**src/rtl/bfrs_pkg.sv**
```systemverilog
// ----------------------------------------------------------------------------
// Best-fit free rectangle selector: shared types and constants
// Field widths, request and result payloads, stage bundles, register indexes.
// ----------------------------------------------------------------------------
package bfrs_pkg;

	localparam int COORD_BITS = 24;
	localparam int NEED_BITS  = 23;
	// common width for size against board comparisons
	localparam int DIM_BITS   = (COORD_BITS > NEED_BITS) ? COORD_BITS : NEED_BITS;
	localparam int AREA_BITS  = 2 * COORD_BITS;
	// leftover strip products: (size - board) * board or (size - board) * size
	localparam int LEFT_BITS  = (COORD_BITS + NEED_BITS > AREA_BITS) ?
		(COORD_BITS + NEED_BITS) : AREA_BITS;

	typedef enum logic [0:0] {
		CFG_NEED_WIDTH  = 1'b0,
		CFG_NEED_HEIGHT = 1'b1
	} cfg_index_t;

	typedef logic signed [COORD_BITS-1:0] coord_t;
	typedef logic [COORD_BITS-1:0]        len_t;
	typedef logic [NEED_BITS-1:0]         need_t;
	typedef logic [AREA_BITS-1:0]         area_t;
	typedef logic [LEFT_BITS-1:0]         left_t;

	typedef struct packed {
		coord_t rect_xmin;
		coord_t rect_ymin;
		coord_t rect_xmax;
		coord_t rect_ymax;
		logic   is_space;
		logic   last;
	} rect_t;

	typedef struct packed {
		logic   found;
		coord_t place_x;
		coord_t place_y;
		logic   rotated;
	} result_t;

	// size check stage
	typedef struct packed {
		logic   cand;
		logic   up_fit;
		logic   turn_fit;
		logic   last;
		len_t   w;
		len_t   h;
		coord_t x;
		coord_t y;
	} fit_t;

	// product stage
	typedef struct packed {
		logic   cand;
		logic   up_fit;
		logic   turn_fit;
		logic   last;
		area_t  area;
		left_t  up_a;
		left_t  up_b;
		left_t  turn_a;
		left_t  turn_b;
		coord_t x;
		coord_t y;
	} cost_t;

	// orientation stage
	typedef struct packed {
		logic   cand;
		logic   last;
		logic   rot;
		area_t  area;
		coord_t x;
		coord_t y;
	} pick_t;

endpackage

```
**src/rtl/bfrs_keep.sv**
```systemverilog
// ----------------------------------------------------------------------------
// bfrs_keep: best candidate state and result register
// Keeps the smallest fitting area, emits and clears on the last request.
// ----------------------------------------------------------------------------
module bfrs_keep import bfrs_pkg::*; (
	input  logic    clk,
	input  logic    arst_n,
	input  logic    pick_vld,
	input  pick_t   pick,
	input  logic    result_stall,
	output logic    hold,
	output logic    result_valid,
	output result_t result
);

	logic    have_q;
	coord_t  bx_q, by_q;
	area_t   area_q;
	logic    rot_q;
	logic    res_valid_q;
	result_t res_q;

	logic    fire, better;
	logic    n_have, n_rot;
	coord_t  n_x, n_y;
	area_t   n_area;

	always_comb begin
		hold   = pick_vld && pick.last && res_valid_q && result_stall;
		fire   = pick_vld && !hold;
		better = fire && pick.cand && (!have_q || (pick.area < area_q));
		n_have = have_q || better;
		n_x    = better ? pick.x    : bx_q;
		n_y    = better ? pick.y    : by_q;
		n_area = better ? pick.area : area_q;
		n_rot  = better ? pick.rot  : rot_q;
	end

	always_ff @(posedge clk or negedge arst_n) begin
		if (!arst_n) begin
			have_q      <= 1'b0;
			res_valid_q <= 1'b0;
		end else begin
			if (fire && pick.last) begin
				have_q      <= 1'b0;
				res_valid_q <= 1'b1;
			end else begin
				have_q <= n_have;
				if (!result_stall) begin
					res_valid_q <= 1'b0;
				end
			end
		end
	end

	always_ff @(posedge clk) begin
		bx_q   <= n_x;
		by_q   <= n_y;
		area_q <= n_area;
		rot_q  <= n_rot;
		if (fire && pick.last) begin
			res_q.found   <= n_have;
			res_q.place_x <= n_have ? n_x : '0;
			res_q.place_y <= n_have ? n_y : '0;
			res_q.rotated <= n_have && n_rot;
		end
	end

	assign result_valid = res_valid_q;
	assign result       = res_q;

endmodule
```
**config.mk**
```make
export PLATFORM = sky130hd
export DESIGN_NAME = bfrs_keep
export DESIGN_NICKNAME = d
export VERILOG_FILES = /design/src/rtl/bfrs_pkg.sv /design/src/rtl/bfrs_keep.sv
export SDC_FILE = /design/constraint.sdc
export NUM_CORES = 1
export LEC_CHECK = 0
export ABC_CLOCK_PERIOD_IN_PS = 11100
export BUFFER_PORTS_ARGS = -buffer_cell sky130_fd_sc_hd__buf_2
export CAP_MARGIN = 10
export CORE_AREA = 2 2 112 114
export DETAILED_ROUTE_END_ITERATION = 10
export DIE_AREA = 0 0 114 116
export PLACE_DENSITY = 0.79
export SETUP_SLACK_MARGIN = 0.15
export SLEW_MARGIN = 0
export SYNTH_ARGS = -nofsm -noshare
export SYNTH_HDL_FRONTEND = slang
export SYNTH_SLANG_ARGS = --single-unit
```
**constraint.sdc**
```tcl
create_clock -name clk -period 11.1 [get_ports clk]
set_input_delay 3.33 -clock clk [delete_from_list [all_inputs] [get_ports clk]]
set_output_delay 3.33 -clock clk [all_outputs]
set_load 0.05 [all_outputs]
```
Yosys cells after proc, flatten, opt, wreduce, memory -nomap -nowiden. Index checks and enable logic that the tools add are counted.

Order comparisons: 1. Equal/unequal tests: 1. Mux-type cells: 6. Reductions and logical operators: 12.

Operators with widths (number): 48-bit less-than comparator (1); 24-bit 2-to-1 mux (2); 1-bit logical AND (8); 1-bit 2-to-1 mux (4); 1-bit zero test (2); 1-bit logical OR (2); 2-bit by 1-bit inequality test with 1-bit output (second input constant) (1).

Flip-flop bits (word level): 149. Bits of input ports: 103. Logic and storage cells: 30.

Depth between registers and ports, before layout.
Depth after elaboration: 9. Gate-level depth with buffers: 11. Gate-level depth less buffers: 9.

Worst setup path after synthesis. OpenSTA, ideal clock, no wires.

Kind: input-to-output. From: input pick[97] (netlist name). To: output hold. Data arrival time: 4077 ps. Required time: 7770 ps. Setup slack: 3693 ps. Cell stages on the path: 2. Path buffers: 0. Cells stage by stage: nand2_1 > nor2_1.

Word-level cells in the longest chain between the ends: 3.

RTL lines: start: declaration (RTL line bfrs_keep.sv:9) `input pick_t pick,`; 1-bit logical AND (3 in series) (RTL line bfrs_keep.sv:29) `hold = pick_vld && pick.last && res_valid_q && result_stall;`; end: declaration (RTL line bfrs_keep.sv:11) `output logic hold,`.

Every way passes these cells.

Final worst setup path.
From: input pick_vld. To: output hold.

Word-level cells in the longest chain between the ends: 3.

RTL lines: start: declaration (RTL line bfrs_keep.sv:8) `input logic pick_vld,`; 1-bit logical AND (3 in series) (RTL line bfrs_keep.sv:29).

Every way passes these cells.

==> impl_metrics.ini <==
[status]
status = finished clean

[setup_path]
required_ps = 7770
path_cells = buf_2, nand2_1, nor2_1, buf_2
cp_top_family = buffers and inverters
critPathLaunchType = input pin
rr_endpoint = result[0]
worst_setup_path_end_kind = primary output
r2r_slack_ps = 7750
crit_path_frequent_cell = buf_2
worstPathBufferInverterCount = 2
rr_worst_depth = 9
critical_path_depth = 4
slowest_delay_ps = 270
cp.arrival_ps = 3940
slowest_stage = buf_2
path_max_fanout = 4
path_class = input pin to primary output
r2r-start = area_q[43]

[sta]
tightest_slew_ps = 982
finalCriticalPeriod_ps = 7270
clock_skew_ps = 10.4
fmax_ghz = 0.137
setup-violations-final = 0
hold_viol_final = 0
hold_ws_ps = 482
rsz0062_at_grt = no
slew_violations = 0
finalSetupTns_ps = 0
relSlewSlack_pct = 34.6
finalCritPeriodShare_pct = 65.5

[final_layout]
antenna_cells = 0
syn_to_final_growth_pct = 24.0
layout-drive-gt1-share_pct = 38.9
fin_nets = 746

[routing]
viasPerCell = 5.35
dr.pass1.iters = 4
drcViolationCount = 0
drt-wirelength-per-cell_um = 16.1
wl_mm = 12.2
route.vias.total = 4041
drt_iter0_drc = 189
ant_nets = 0

[pwr]
comb_power_share_pct = 16.3
power.switching_w = 0.000384
clock_power_share_pct = 37.8
p_per_area_nw_per_um2 = 200
p_seq_share_pct = 45.9
vdd_drop_max_mv = 0.137
p_leak_nw = 3.45
swShare_pct = 24.6
p_int_w = 0.00118

[min_path]
hp-start = bx_q[12]
min_to = bx_q[12]
hold_class = flop to flop
whs_path_depth = 1

[global_route]
antenna_found_initial = 0
grtUsageTotal_pct = 18.8
grt_pass1_vias = 4122
grt_pass1_wl_mm = 19.0
grt-ovfl-total = 0
grt_max_degree = 77

[floorplan]
ios = 155
core_area_um2 = 11900
die_area_um2 = 13200
start_util_pct = 52.9
rows = 40
die_w_um = 114
dieHeight_um = 116

[yosys]
synth_edf_count = 98
syn_area_um2 = 6300
synthTopCellsByCount = 98 x edfxtp_1, 49 x a22o_1, 49 x dfxtp_1, 49 x mux2_2, 48 x inv_1
yosys.cell_count.top_type = edfxtp_1
yosys_register_bits = 149
ys_seq_area_share_pct = 63.1
yosys_warnings = 0
synth_top_area_share_pct = 46.7
synthCells = 435
ys_async_sr_fraction_pct = 1.34
synth_cell_types = 32
yosys.area.top_type = edfxtp_1
synth.area.top_cells = edfxtp_1 47%, dfxtp_1 16%, ha_1 9.3%
syn_nets = 585
ys.flop_type = edfxtp_1
avgSynthCellArea_um2 = 14.5

[placement]
place_congestion = 0.794
port_buffers = 154
dp.final_hpwl_mm = 8.73

[clock_tree]
path_clk_slew_ps = 50
clk-insertion-delay-late_ps = 420
cts_made_buffers = 17
cts_tree = yes
cts_resized = 0
cts_buffer_depth = 2
postCtsSetupRepairBufs = 0
ctsRootBufferMaster = clkbuf_16
cts_hold_buf = 0
cts_num_sinks = 149
htreeDepth = 4

[run]
drv_cap = 0
[power by group through the flow]
stage | Sequential (W) | Combinational (W) | Clock (W)
global route | 0.000722 | 0.000279 | 0.000623
CTS | 0.000716 | 0.000258 | 0.000601
finish | 0.000715 | 0.000254 | 0.000589
global placement | 0.000722 | 0.000244 | 0
floorplan | 0.000772 | 0.000143 | 0
detailed placement | 0.000727 | 0.000257 | 0
[cells in the final DEF, fill, tap and decap left out, types with 4 or more instances in the layout]
cell       count
ha_1          47
clkbuf_16     17
edfxtp_1      98
nand2_1        9
inv_1         48
clkinv_1       4
nand3_1        4
mux2_2        49
a21o_1         5
nand4_1       10
o21ai_0        4
buf_2        154
dfxtp_1       49
bufinv_16      4
a22o_1        49
o21a_1         4
a21oi_1       18
[worst reg2reg max path: cells and delay by family, from the launching register on]
kind | cells | cell delay [ps]
AOI/OAI and AO/OA | 4 | 1450
DFF | 1 | 330
adders and majority gates | 1 | 320
buffers and inverters | 1 | 50
and+or+nand+nor | 3 | 1080
[state kept, by name (all words and copies together) (netlist names)]
| register | flops |
|---|---|
| bx_q | 24 |
| have_q | 1 |
| by_q | 24 |
| area_q | 48 |
| rot_q | 1 |
| result_valid | 1 |
| result | 50 |
[through the flow]
step / power (W) / setup slack [ps] / instances / util, % / area [um^2]
final: 0.00156 / 3830 / 756 / 65.5 / 7800
after global routing: 0.00162 / 3780 / 756 / 65.5 / 7800
after CTS: 0.00157 / 3830 / 756 / 65.5 / 7800
after detailed placement: 0.000984 / 3840 / 724 / 60.4 / 7200
after global placement: 0.000966 / 3870 / 724 / 60.4 / 7200
after floorplan: 0.000915 / 3690 / 435 / - / 6300
[per-layer routing]
metal | up-vias | track usage, % | share of wire, %
met5 | - | 0 | 0
met4 | 0 | 10.7 | 2.8
met3 | 24 | 6.96 | 7.8
met2 | 127 | 30.8 | 49
met1 | 1918 | 21.4 | 41
li1 | 1972 | - | -
[area by class of cell]
cell class | count | area, um^2
repair buffers | 157 | 793
flip-flops and latches | 149 | 3970
well taps | 147 | 184
multi-input cells | 223 | 2070
clock buffers | 21 | 450
fillers | 883 | 4110
inverters | 48 | 180
clock inverters | 11 | 156
[cell families (layout without fill, tap and decap cells)]
logic type	count (synthesis)	after routing	synth area share, %
AO/OA/AOI/OAI	94	94	11.6
AND/OR/NAND/NOR	33	33	2.90
adder cells (fa/ha/maj)	47	47	9.34
multiplexers	49	49	8.76
buffers and inverters	63	237	4.25
flip-flops	149	149	63.1
[worst max path at each step]
stage	startpoint	end	slack [ps]
floorplan	pick[97]	hold	3690
global placement	pick_vld	hold	3870
detailed placement	pick_vld	hold	3840
CTS	pick_vld	hold	3830
global route	pick_vld	hold	3780
finish	pick_vld	hold	3830
(Power assumes the default switching activity.)
