[config.mk]
export PLATFORM = sky130hd
export DESIGN_NAME = bfrs_fit
export DESIGN_NICKNAME = d
export VERILOG_FILES = /design/src/rtl/bfrs_pkg.sv /design/src/rtl/bfrs_fit.sv
export SDC_FILE = /design/constraint.sdc
export NUM_CORES = 1
export LEC_CHECK = 0
export ABC_AREA = 0
export BUFFER_PORTS_ARGS = -buffer_cell sky130_fd_sc_hd__buf_2
export CORE_MARGIN = 4
export CORE_UTILIZATION = 50
export DETAILED_ROUTE_END_ITERATION = 8
export GPL_TIMING_DRIVEN = 0
export MAX_ROUTING_LAYER = met4
export PLACE_DENSITY = 0.74
export REMOVE_ABC_BUFFERS = 1
export SYNTH_ARGS = -nofsm -noshare
export SYNTH_HDL_FRONTEND = slang
export SYNTH_SLANG_ARGS = --single-unit
[constraint.sdc]
create_clock -name clk -period 5.1 [get_ports clk]
set_input_delay 0.255 -clock clk [delete_from_list [all_inputs] [get_ports clk]]
set_output_delay 0.255 -clock clk [all_outputs]
set_load 0.03 [all_outputs]
[src/rtl/bfrs_pkg.sv]
// ----------------------------------------------------------------------------
// Best-fit free rectangle selector: shared types and constants
// Field widths, request and result payloads, stage bundles, register indexes.
// ----------------------------------------------------------------------------
package bfrs_pkg;

	localparam int COORD_BITS = 24;
	localparam int NEED_BITS  = 23;
	// common width for size against board comparisons
	localparam int DIM_BITS   = (COORD_BITS > NEED_BITS) ? COORD_BITS : NEED_BITS;
	localparam int AREA_BITS  = 2 * COORD_BITS;
	// leftover strip products: (size - board) * board or (size - board) * size
	localparam int LEFT_BITS  = (COORD_BITS + NEED_BITS > AREA_BITS) ?
		(COORD_BITS + NEED_BITS) : AREA_BITS;

	typedef enum logic [0:0] {
		CFG_NEED_WIDTH  = 1'b0,
		CFG_NEED_HEIGHT = 1'b1
	} cfg_index_t;

	typedef logic signed [COORD_BITS-1:0] coord_t;
	typedef logic [COORD_BITS-1:0]        len_t;
	typedef logic [NEED_BITS-1:0]         need_t;
	typedef logic [AREA_BITS-1:0]         area_t;
	typedef logic [LEFT_BITS-1:0]         left_t;

	typedef struct packed {
		coord_t rect_xmin;
		coord_t rect_ymin;
		coord_t rect_xmax;
		coord_t rect_ymax;
		logic   is_space;
		logic   last;
	} rect_t;

	typedef struct packed {
		logic   found;
		coord_t place_x;
		coord_t place_y;
		logic   rotated;
	} result_t;

	// size check stage
	typedef struct packed {
		logic   cand;
		logic   up_fit;
		logic   turn_fit;
		logic   last;
		len_t   w;
		len_t   h;
		coord_t x;
		coord_t y;
	} fit_t;

	// product stage
	typedef struct packed {
		logic   cand;
		logic   up_fit;
		logic   turn_fit;
		logic   last;
		area_t  area;
		left_t  up_a;
		left_t  up_b;
		left_t  turn_a;
		left_t  turn_b;
		coord_t x;
		coord_t y;
	} cost_t;

	// orientation stage
	typedef struct packed {
		logic   cand;
		logic   last;
		logic   rot;
		area_t  area;
		coord_t x;
		coord_t y;
	} pick_t;

endpackage

[src/rtl/bfrs_fit.sv]
// ----------------------------------------------------------------------------
// bfrs_fit: request register and size check
// Registers the request, forms candidate width and height, checks both fits.
// ----------------------------------------------------------------------------
module bfrs_fit import bfrs_pkg::*; (
	input  logic  clk,
	input  logic  arst_n,
	input  logic  run,
	input  logic  take,
	input  rect_t rect,
	input  need_t need_width,
	input  need_t need_height,
	output logic  fit_vld,
	output fit_t  fit
);

	rect_t rect_s1;
	logic  vld_s1;
	fit_t  fit_s2;
	logic  vld_s2;

	logic signed [COORD_BITS:0] sw, sh;
	logic  nonneg;
	len_t  w, h;
	logic  up_fit, turn_fit;
	fit_t  fit_d;

	always_ff @(posedge clk or negedge arst_n) begin
		if (!arst_n) begin
			vld_s1 <= 1'b0;
			vld_s2 <= 1'b0;
		end else if (run) begin
			vld_s1 <= take;
			vld_s2 <= vld_s1;
		end
	end

	always_ff @(posedge clk) begin
		if (take) begin
			rect_s1 <= rect;
		end
		if (run) begin
			fit_s2 <= fit_d;
		end
	end

	always_comb begin
		sw = {rect_s1.rect_xmax[COORD_BITS-1], rect_s1.rect_xmax} -
			{rect_s1.rect_xmin[COORD_BITS-1], rect_s1.rect_xmin};
		sh = {rect_s1.rect_ymax[COORD_BITS-1], rect_s1.rect_ymax} -
			{rect_s1.rect_ymin[COORD_BITS-1], rect_s1.rect_ymin};
		// an inverted rectangle never fits
		nonneg   = !sw[COORD_BITS] && !sh[COORD_BITS];
		w        = sw[COORD_BITS-1:0];
		h        = sh[COORD_BITS-1:0];
		up_fit   = nonneg && (DIM_BITS'(w) >= DIM_BITS'(need_width)) &&
			(DIM_BITS'(h) >= DIM_BITS'(need_height));
		turn_fit = nonneg && (DIM_BITS'(h) >= DIM_BITS'(need_width)) &&
			(DIM_BITS'(w) >= DIM_BITS'(need_height));

		fit_d.cand     = rect_s1.is_space && (up_fit || turn_fit);
		fit_d.up_fit   = up_fit;
		fit_d.turn_fit = turn_fit;
		fit_d.last     = rect_s1.last;
		fit_d.w        = w;
		fit_d.h        = h;
		fit_d.x        = rect_s1.rect_xmin;
		fit_d.y        = rect_s1.rect_ymin;
	end

	assign fit_vld = vld_s2;
	assign fit     = fit_s2;

endmodule

Word-level counts from Yosys, hierarchy flattened
Index checks and enable logic that the tools add are counted.
{"block": "totals", "elab_cells": 31, "inputBits": 148, "output_inout_bits": 101, "regBits": 200}
{"block": "classes", "order_cmp": 4, "n_addsub": 2, "n_reduce_logical": 9}
{"op": "24-bit by 23-bit greater-or-equal comparator with 1-bit output", "count": 4}
{"op": "24-bit by 24-bit subtractor with 25-bit output", "count": 2}
{"op": "1-bit logical AND", "count": 6}
{"op": "1-bit logical NOT", "count": 2}
{"op": "1-bit logical OR", "count": 1}

Longest topological paths before layout
{"block": "logic_depth", "word_depth": 7, "depth_mapped": 22, "mapped_depth_nobuf": 22}

Worst setup path after synthesis
OpenSTA, ideal clock, no wires.
{"block": "synth_path", "path_kind": "flip-flop to flip-flop", "startpoint": "reg rect_s1[2] (netlist bit)", "endpoint": "reg fit_s2 (netlist bit fit[99]) (data pin)", "stages_incl_launch_ff": 20, "slack_ns": 1.012, "period_less_slack_ns": 4.088, "required_ns": 4.933, "t_arrival_ns": 3.921, "path_cell_list": "edfxtp_1 inv_1 ha_1 inv_1 fa_1 a211o_1 a211oi_1 o211ai_1 a31oi_1 o211ai_1 a31oi_2 o21bai_1 a21oi_1 xnor2_1 ha_1 and4_1 nand4_1 a211o_1 a32o_1 a211oi_1"}
{"element": "start: declaration", "line": "bfrs_fit.sv:17", "text": "rect_t rect_s1;"}
{"element": "start signal: assignment", "line": "bfrs_fit.sv:40", "text": "rect_s1 <= rect;"}
{"element": "end signal: assignment", "line": "bfrs_fit.sv:43", "text": "fit_s2 <= fit_d;"}
{"element": "end: declaration", "line": "bfrs_fit.sv:19", "text": "fit_t fit_s2;"}

==> flow_results.xml <==
<?xml version="1.0" encoding="UTF-8"?>
<metrics>
  <group name="clock_tree">
    <metric name="clock_sinks" unit="">200</metric>
    <metric name="cts_tree" unit="">built</metric>
    <metric name="post-cts-setup-buffers" unit="">0</metric>
    <metric name="cts_buffer_count" unit="">17</metric>
    <metric name="clock-root-buffer" unit="">sky130_fd_sc_hd__clkbuf_16</metric>
    <metric name="clk_latency" unit="ns">0.43</metric>
    <metric name="maximum_level_of_the_cts_h_tree" unit="">4</metric>
    <metric name="ctsLongestPathBuffers" unit="">2</metric>
    <metric name="clk_transition_reported_paths" unit="ns">0.07</metric>
  </group>
  <group name="worst_setup_path">
    <metric name="worstPathArrival" unit="ns">5.01</metric>
    <metric name="critPathRequiredTime" unit="ns">5.36</metric>
    <metric name="cp-end-kind" unit="">register</metric>
    <metric name="start_kind" unit="">register</metric>
    <metric name="setup_crit_path_kind" unit="">register to register</metric>
    <metric name="r2r_slack" unit="ns">0.35</metric>
    <metric name="crit_fanout" unit="">3</metric>
  </group>
  <group name="synth">
    <metric name="post_synth_top_cells" unit="">sky130_fd_sc_hd__edfxtp_1 (198), sky130_fd_sc_hd__ha_1 (140), sky130_fd_sc_hd__inv_1 (112), sky130_fd_sc_hd__a21oi_1 (56), sky130_fd_sc_hd__a21o_1 (45)</metric>
    <metric name="post-synth-top-area-fraction" unit="%">55.9</metric>
    <metric name="yosys.area.top_type" unit="">sky130_fd_sc_hd__edfxtp_1</metric>
    <metric name="synth_enable_flop_cells" unit="">198</metric>
    <metric name="synthesized_cell_area" unit="µm²">10600</metric>
    <metric name="syn-mean-instance-area" unit="µm²">12.6</metric>
    <metric name="synth-warning-count" unit="">0</metric>
    <metric name="synth_top_flop_cell" unit="">sky130_fd_sc_hd__edfxtp_1</metric>
    <metric name="yosys.cell_count.top_type" unit="">sky130_fd_sc_hd__edfxtp_1</metric>
    <metric name="postSynthCellCount" unit="">842</metric>
    <metric name="yosysSeqAreaShare" unit="%">56.4</metric>
    <metric name="synthTopCellsByArea" unit="">sky130_fd_sc_hd__edfxtp_1 (56%), sky130_fd_sc_hd__ha_1 (16%), sky130_fd_sc_hd__inv_1 (4.0%)</metric>
    <metric name="yosys_register_bits" unit="">200</metric>
    <metric name="async_reset_ff_share" unit="%">1.00</metric>
    <metric name="synth.lib_cells_used.distinct" unit="">55</metric>
  </group>
  <group name="cells_and_area">
    <metric name="area_growth_syn_to_layout" unit="%">30.3</metric>
    <metric name="final.fill_count" unit="">1567</metric>
    <metric name="footprint_of_the_multi_input_gates" unit="µm²">4200</metric>
    <metric name="area_used_by_sequential_logic_in_the_layout" unit="µm²">6000</metric>
    <metric name="num-nets-final" unit="">1494</metric>
    <metric name="utilization" unit="%">66.1</metric>
    <metric name="share_of_cells_above_drive_strength_1" unit="%">24.0</metric>
  </group>
  <group name="timing">
    <metric name="rsz0062_at_grt" unit="">false</metric>
    <metric name="tightestPinTransition" unit="ns">0.708</metric>
    <metric name="finalCritPeriodShare" unit="%">93.1</metric>
    <metric name="max_freq" unit="GHz">0.211</metric>
    <metric name="setup_tns" unit="ns">0</metric>
    <metric name="timing.final.max_slew_violations" unit="">0</metric>
    <metric name="count_of_endpoints_failing_setup_in_the_final_report" unit="">0</metric>
    <metric name="relative_slew_slack" unit="%">52.8</metric>
    <metric name="report.final.hold_viol_count" unit="">0</metric>
    <metric name="finalCriticalPeriod" unit="ns">4.75</metric>
    <metric name="finalClockSkew" unit="ns">0.00919</metric>
  </group>
  <group name="grt">
    <metric name="global_route.overflow_total" unit="">0</metric>
    <metric name="grt_util_all_layers" unit="%">23.1</metric>
    <metric name="antenna_found_initial" unit="">3</metric>
    <metric name="grt_max_degree" unit="">58</metric>
    <metric name="first_global_vias" unit="">7945</metric>
    <metric name="grt_pass1_wl" unit="µm">41600</metric>
  </group>
  <group name="floorplan">
    <metric name="die_x" unit="µm">154</metric>
    <metric name="start_util" unit="%">50.7</metric>
    <metric name="fp.dieH" unit="µm">154</metric>
    <metric name="die_area" unit="µm²">23700</metric>
    <metric name="fp.coreArea" unit="µm²">21000</metric>
    <metric name="io_pins" unit="">249</metric>
    <metric name="placementRows" unit="">53</metric>
  </group>
  <group name="routing">
    <metric name="detail_route.drc_violations" unit="">0</metric>
    <metric name="firstDrtPassIters" unit="">5</metric>
    <metric name="antenna_violating_nets_post_route" unit="">0</metric>
    <metric name="detail_route.wl_per_cell" unit="µm">17.7</metric>
    <metric name="wirelength" unit="µm">26500</metric>
    <metric name="via_density_per_instance" unit="">5.20</metric>
    <metric name="drt_first_iter_violations" unit="">355</metric>
    <metric name="route.vias.total" unit="">7789</metric>
  </group>
  <group name="power">
    <metric name="leakagePower" unit="nW">6.34</metric>
    <metric name="power.density_cell_area" unit="nW/µm²">366</metric>
    <metric name="vdd_ir_drop_max" unit="µV">265</metric>
  </group>
  <group name="hold_path">
    <metric name="hold_class" unit="">input pin to register</metric>
  </group>
  <group name="outcome">
    <metric name="outcome" unit="">finished clean</metric>
  </group>
  <group name="flow_run">
    <metric name="max-cap-violations" unit="">0</metric>
  </group>
  <group name="placement">
    <metric name="io_buffers" unit="">248</metric>
    <metric name="globalplace.congestion" unit="">0.870</metric>
    <metric name="detailedPlacementHpwl" unit="µm">19400</metric>
  </group>
</metrics>
## flip-flops by register name (all words and copies together) (netlist names)
| register | flops |
|---|---|
| rect_s1 | 49 |
| fit | 100 |
| fit_d | 49 |
| fit_vld | 1 |
| vld_s1 | 1 |
## per-stage QoR
step	cell area [µm²]	worst slack, ns	total power [mW]	cells	hold slack, ns
after global routing	13900	0.0663	5.39	1495	0.00869
after global placement	12200	0.397	3.63	1361	0.0423
after detailed placement	12300	0.293	3.67	1363	0.0468
after floorplan	10600	1.01	3.20	838	-0.0406
after CTS	13800	0.268	5.10	1489	0.00146
final	13900	0.350	5.07	1497	0.0201
## what timing repair did
item / CTS / global route
endpoints found under the hold margin: 95 / 3
endpoints found under the setup margin: 0 / 1
hold buffers: 94 / 3
resized for setup: 0 / 1
## cell families after synthesis
family                     after synthesis  synth area share [%]
buffers and inverters                  118                  4.17
xor gates and xnor gates                40                  3.29
adders and majority gates              142                  16.9
muxes                                    3                 0.318
and+or+nand+nor                        139                  6.54
DFF                                    200                  56.4
AOI/OAI and AO/OA                      200                  12.4
## power by group
group	internal, mW	switching (mW)
sequential	2.03	0.0593
clock	0.714	0.655
combinational	0.638	0.971
total	3.38	1.68
## layout make-up
type,instances,area share [%]
Sequential cell,200,43.3
Multi-Input combinational cell,524,30.3
Timing Repair Buffer,347,16.4
Clock buffer,19,3.20
Inverter,114,3.09
Tap cell,275,2.48
Clock inverter,13,1.16
Antenna cell,5,0.0903
## critical path, stage by stage, from the launching register on
cell	delay, ns
sky130_fd_sc_hd__edfxtp_1	0.36
sky130_fd_sc_hd__inv_1	0.07
sky130_fd_sc_hd__ha_1	0.16
sky130_fd_sc_hd__inv_1	0.06
sky130_fd_sc_hd__fa_1	0.42
sky130_fd_sc_hd__a211o_1	0.31
sky130_fd_sc_hd__a211oi_1	0.31
sky130_fd_sc_hd__o211ai_1	0.23
sky130_fd_sc_hd__a31oi_2	0.28
sky130_fd_sc_hd__o211ai_1	0.15
sky130_fd_sc_hd__a31oi_2	0.28
sky130_fd_sc_hd__o21bai_1	0.09
sky130_fd_sc_hd__a21oi_1	0.18
sky130_fd_sc_hd__xnor2_1	0.14
sky130_fd_sc_hd__ha_1	0.35
sky130_fd_sc_hd__and4_1	0.19
sky130_fd_sc_hd__nand4_1	0.15
sky130_fd_sc_hd__a211o_1	0.32
sky130_fd_sc_hd__a32o_1	0.29
sky130_fd_sc_hd__a211oi_1	0.24
## final timing paths
path | end | cells after the start | start
worst max-delay path | fit[99] | 19 | rect_s1[2]
worst min-delay path | rect_s1[33] | 1 | rect[33]
worst max register to register | fit[99] | 19 | rect_s1[2]
worst min register to register | fit[96] | 0 | fit_d[96]
max in group asynchronous | vld_s1 | 2 | arst_n
min in group asynchronous | fit_vld | 2 | arst_n
## layout by cell type (no fill, tap or decap), drive strengths merged, types with 3 or more instances in the layout
master / count
nand3: 15
a21o: 45
o2111ai: 5
nor3: 9
nand4: 15
nor2b: 6
and4: 3
inv: 120
dlygate4sd3: 97
a211oi: 8
o211ai: 9
xor2: 6
diode: 5
a211o: 3
a31oi: 13
o21ai: 30
nor2: 38
clkinv: 6
o21bai: 5
edfxtp: 198
nand2b: 14
mux2: 3
and3: 3
clkbuf: 19
nand2: 26
ha: 140
a21oi: 57
xnor2: 34
or3: 3
o21a: 8
buf: 250
## layer usage
layer	share of wire, %	routed length, µm	global-route usage (%)	vias up
met5	0	0	-	-
li1	-	-	-	3867
met4	2.1	555	6.73	0
met2	50	13300	38.5	220
met1	42	11100	28.6	3663
met3	5.7	1520	4.93	39
Power figures use the tool's default switching activity.
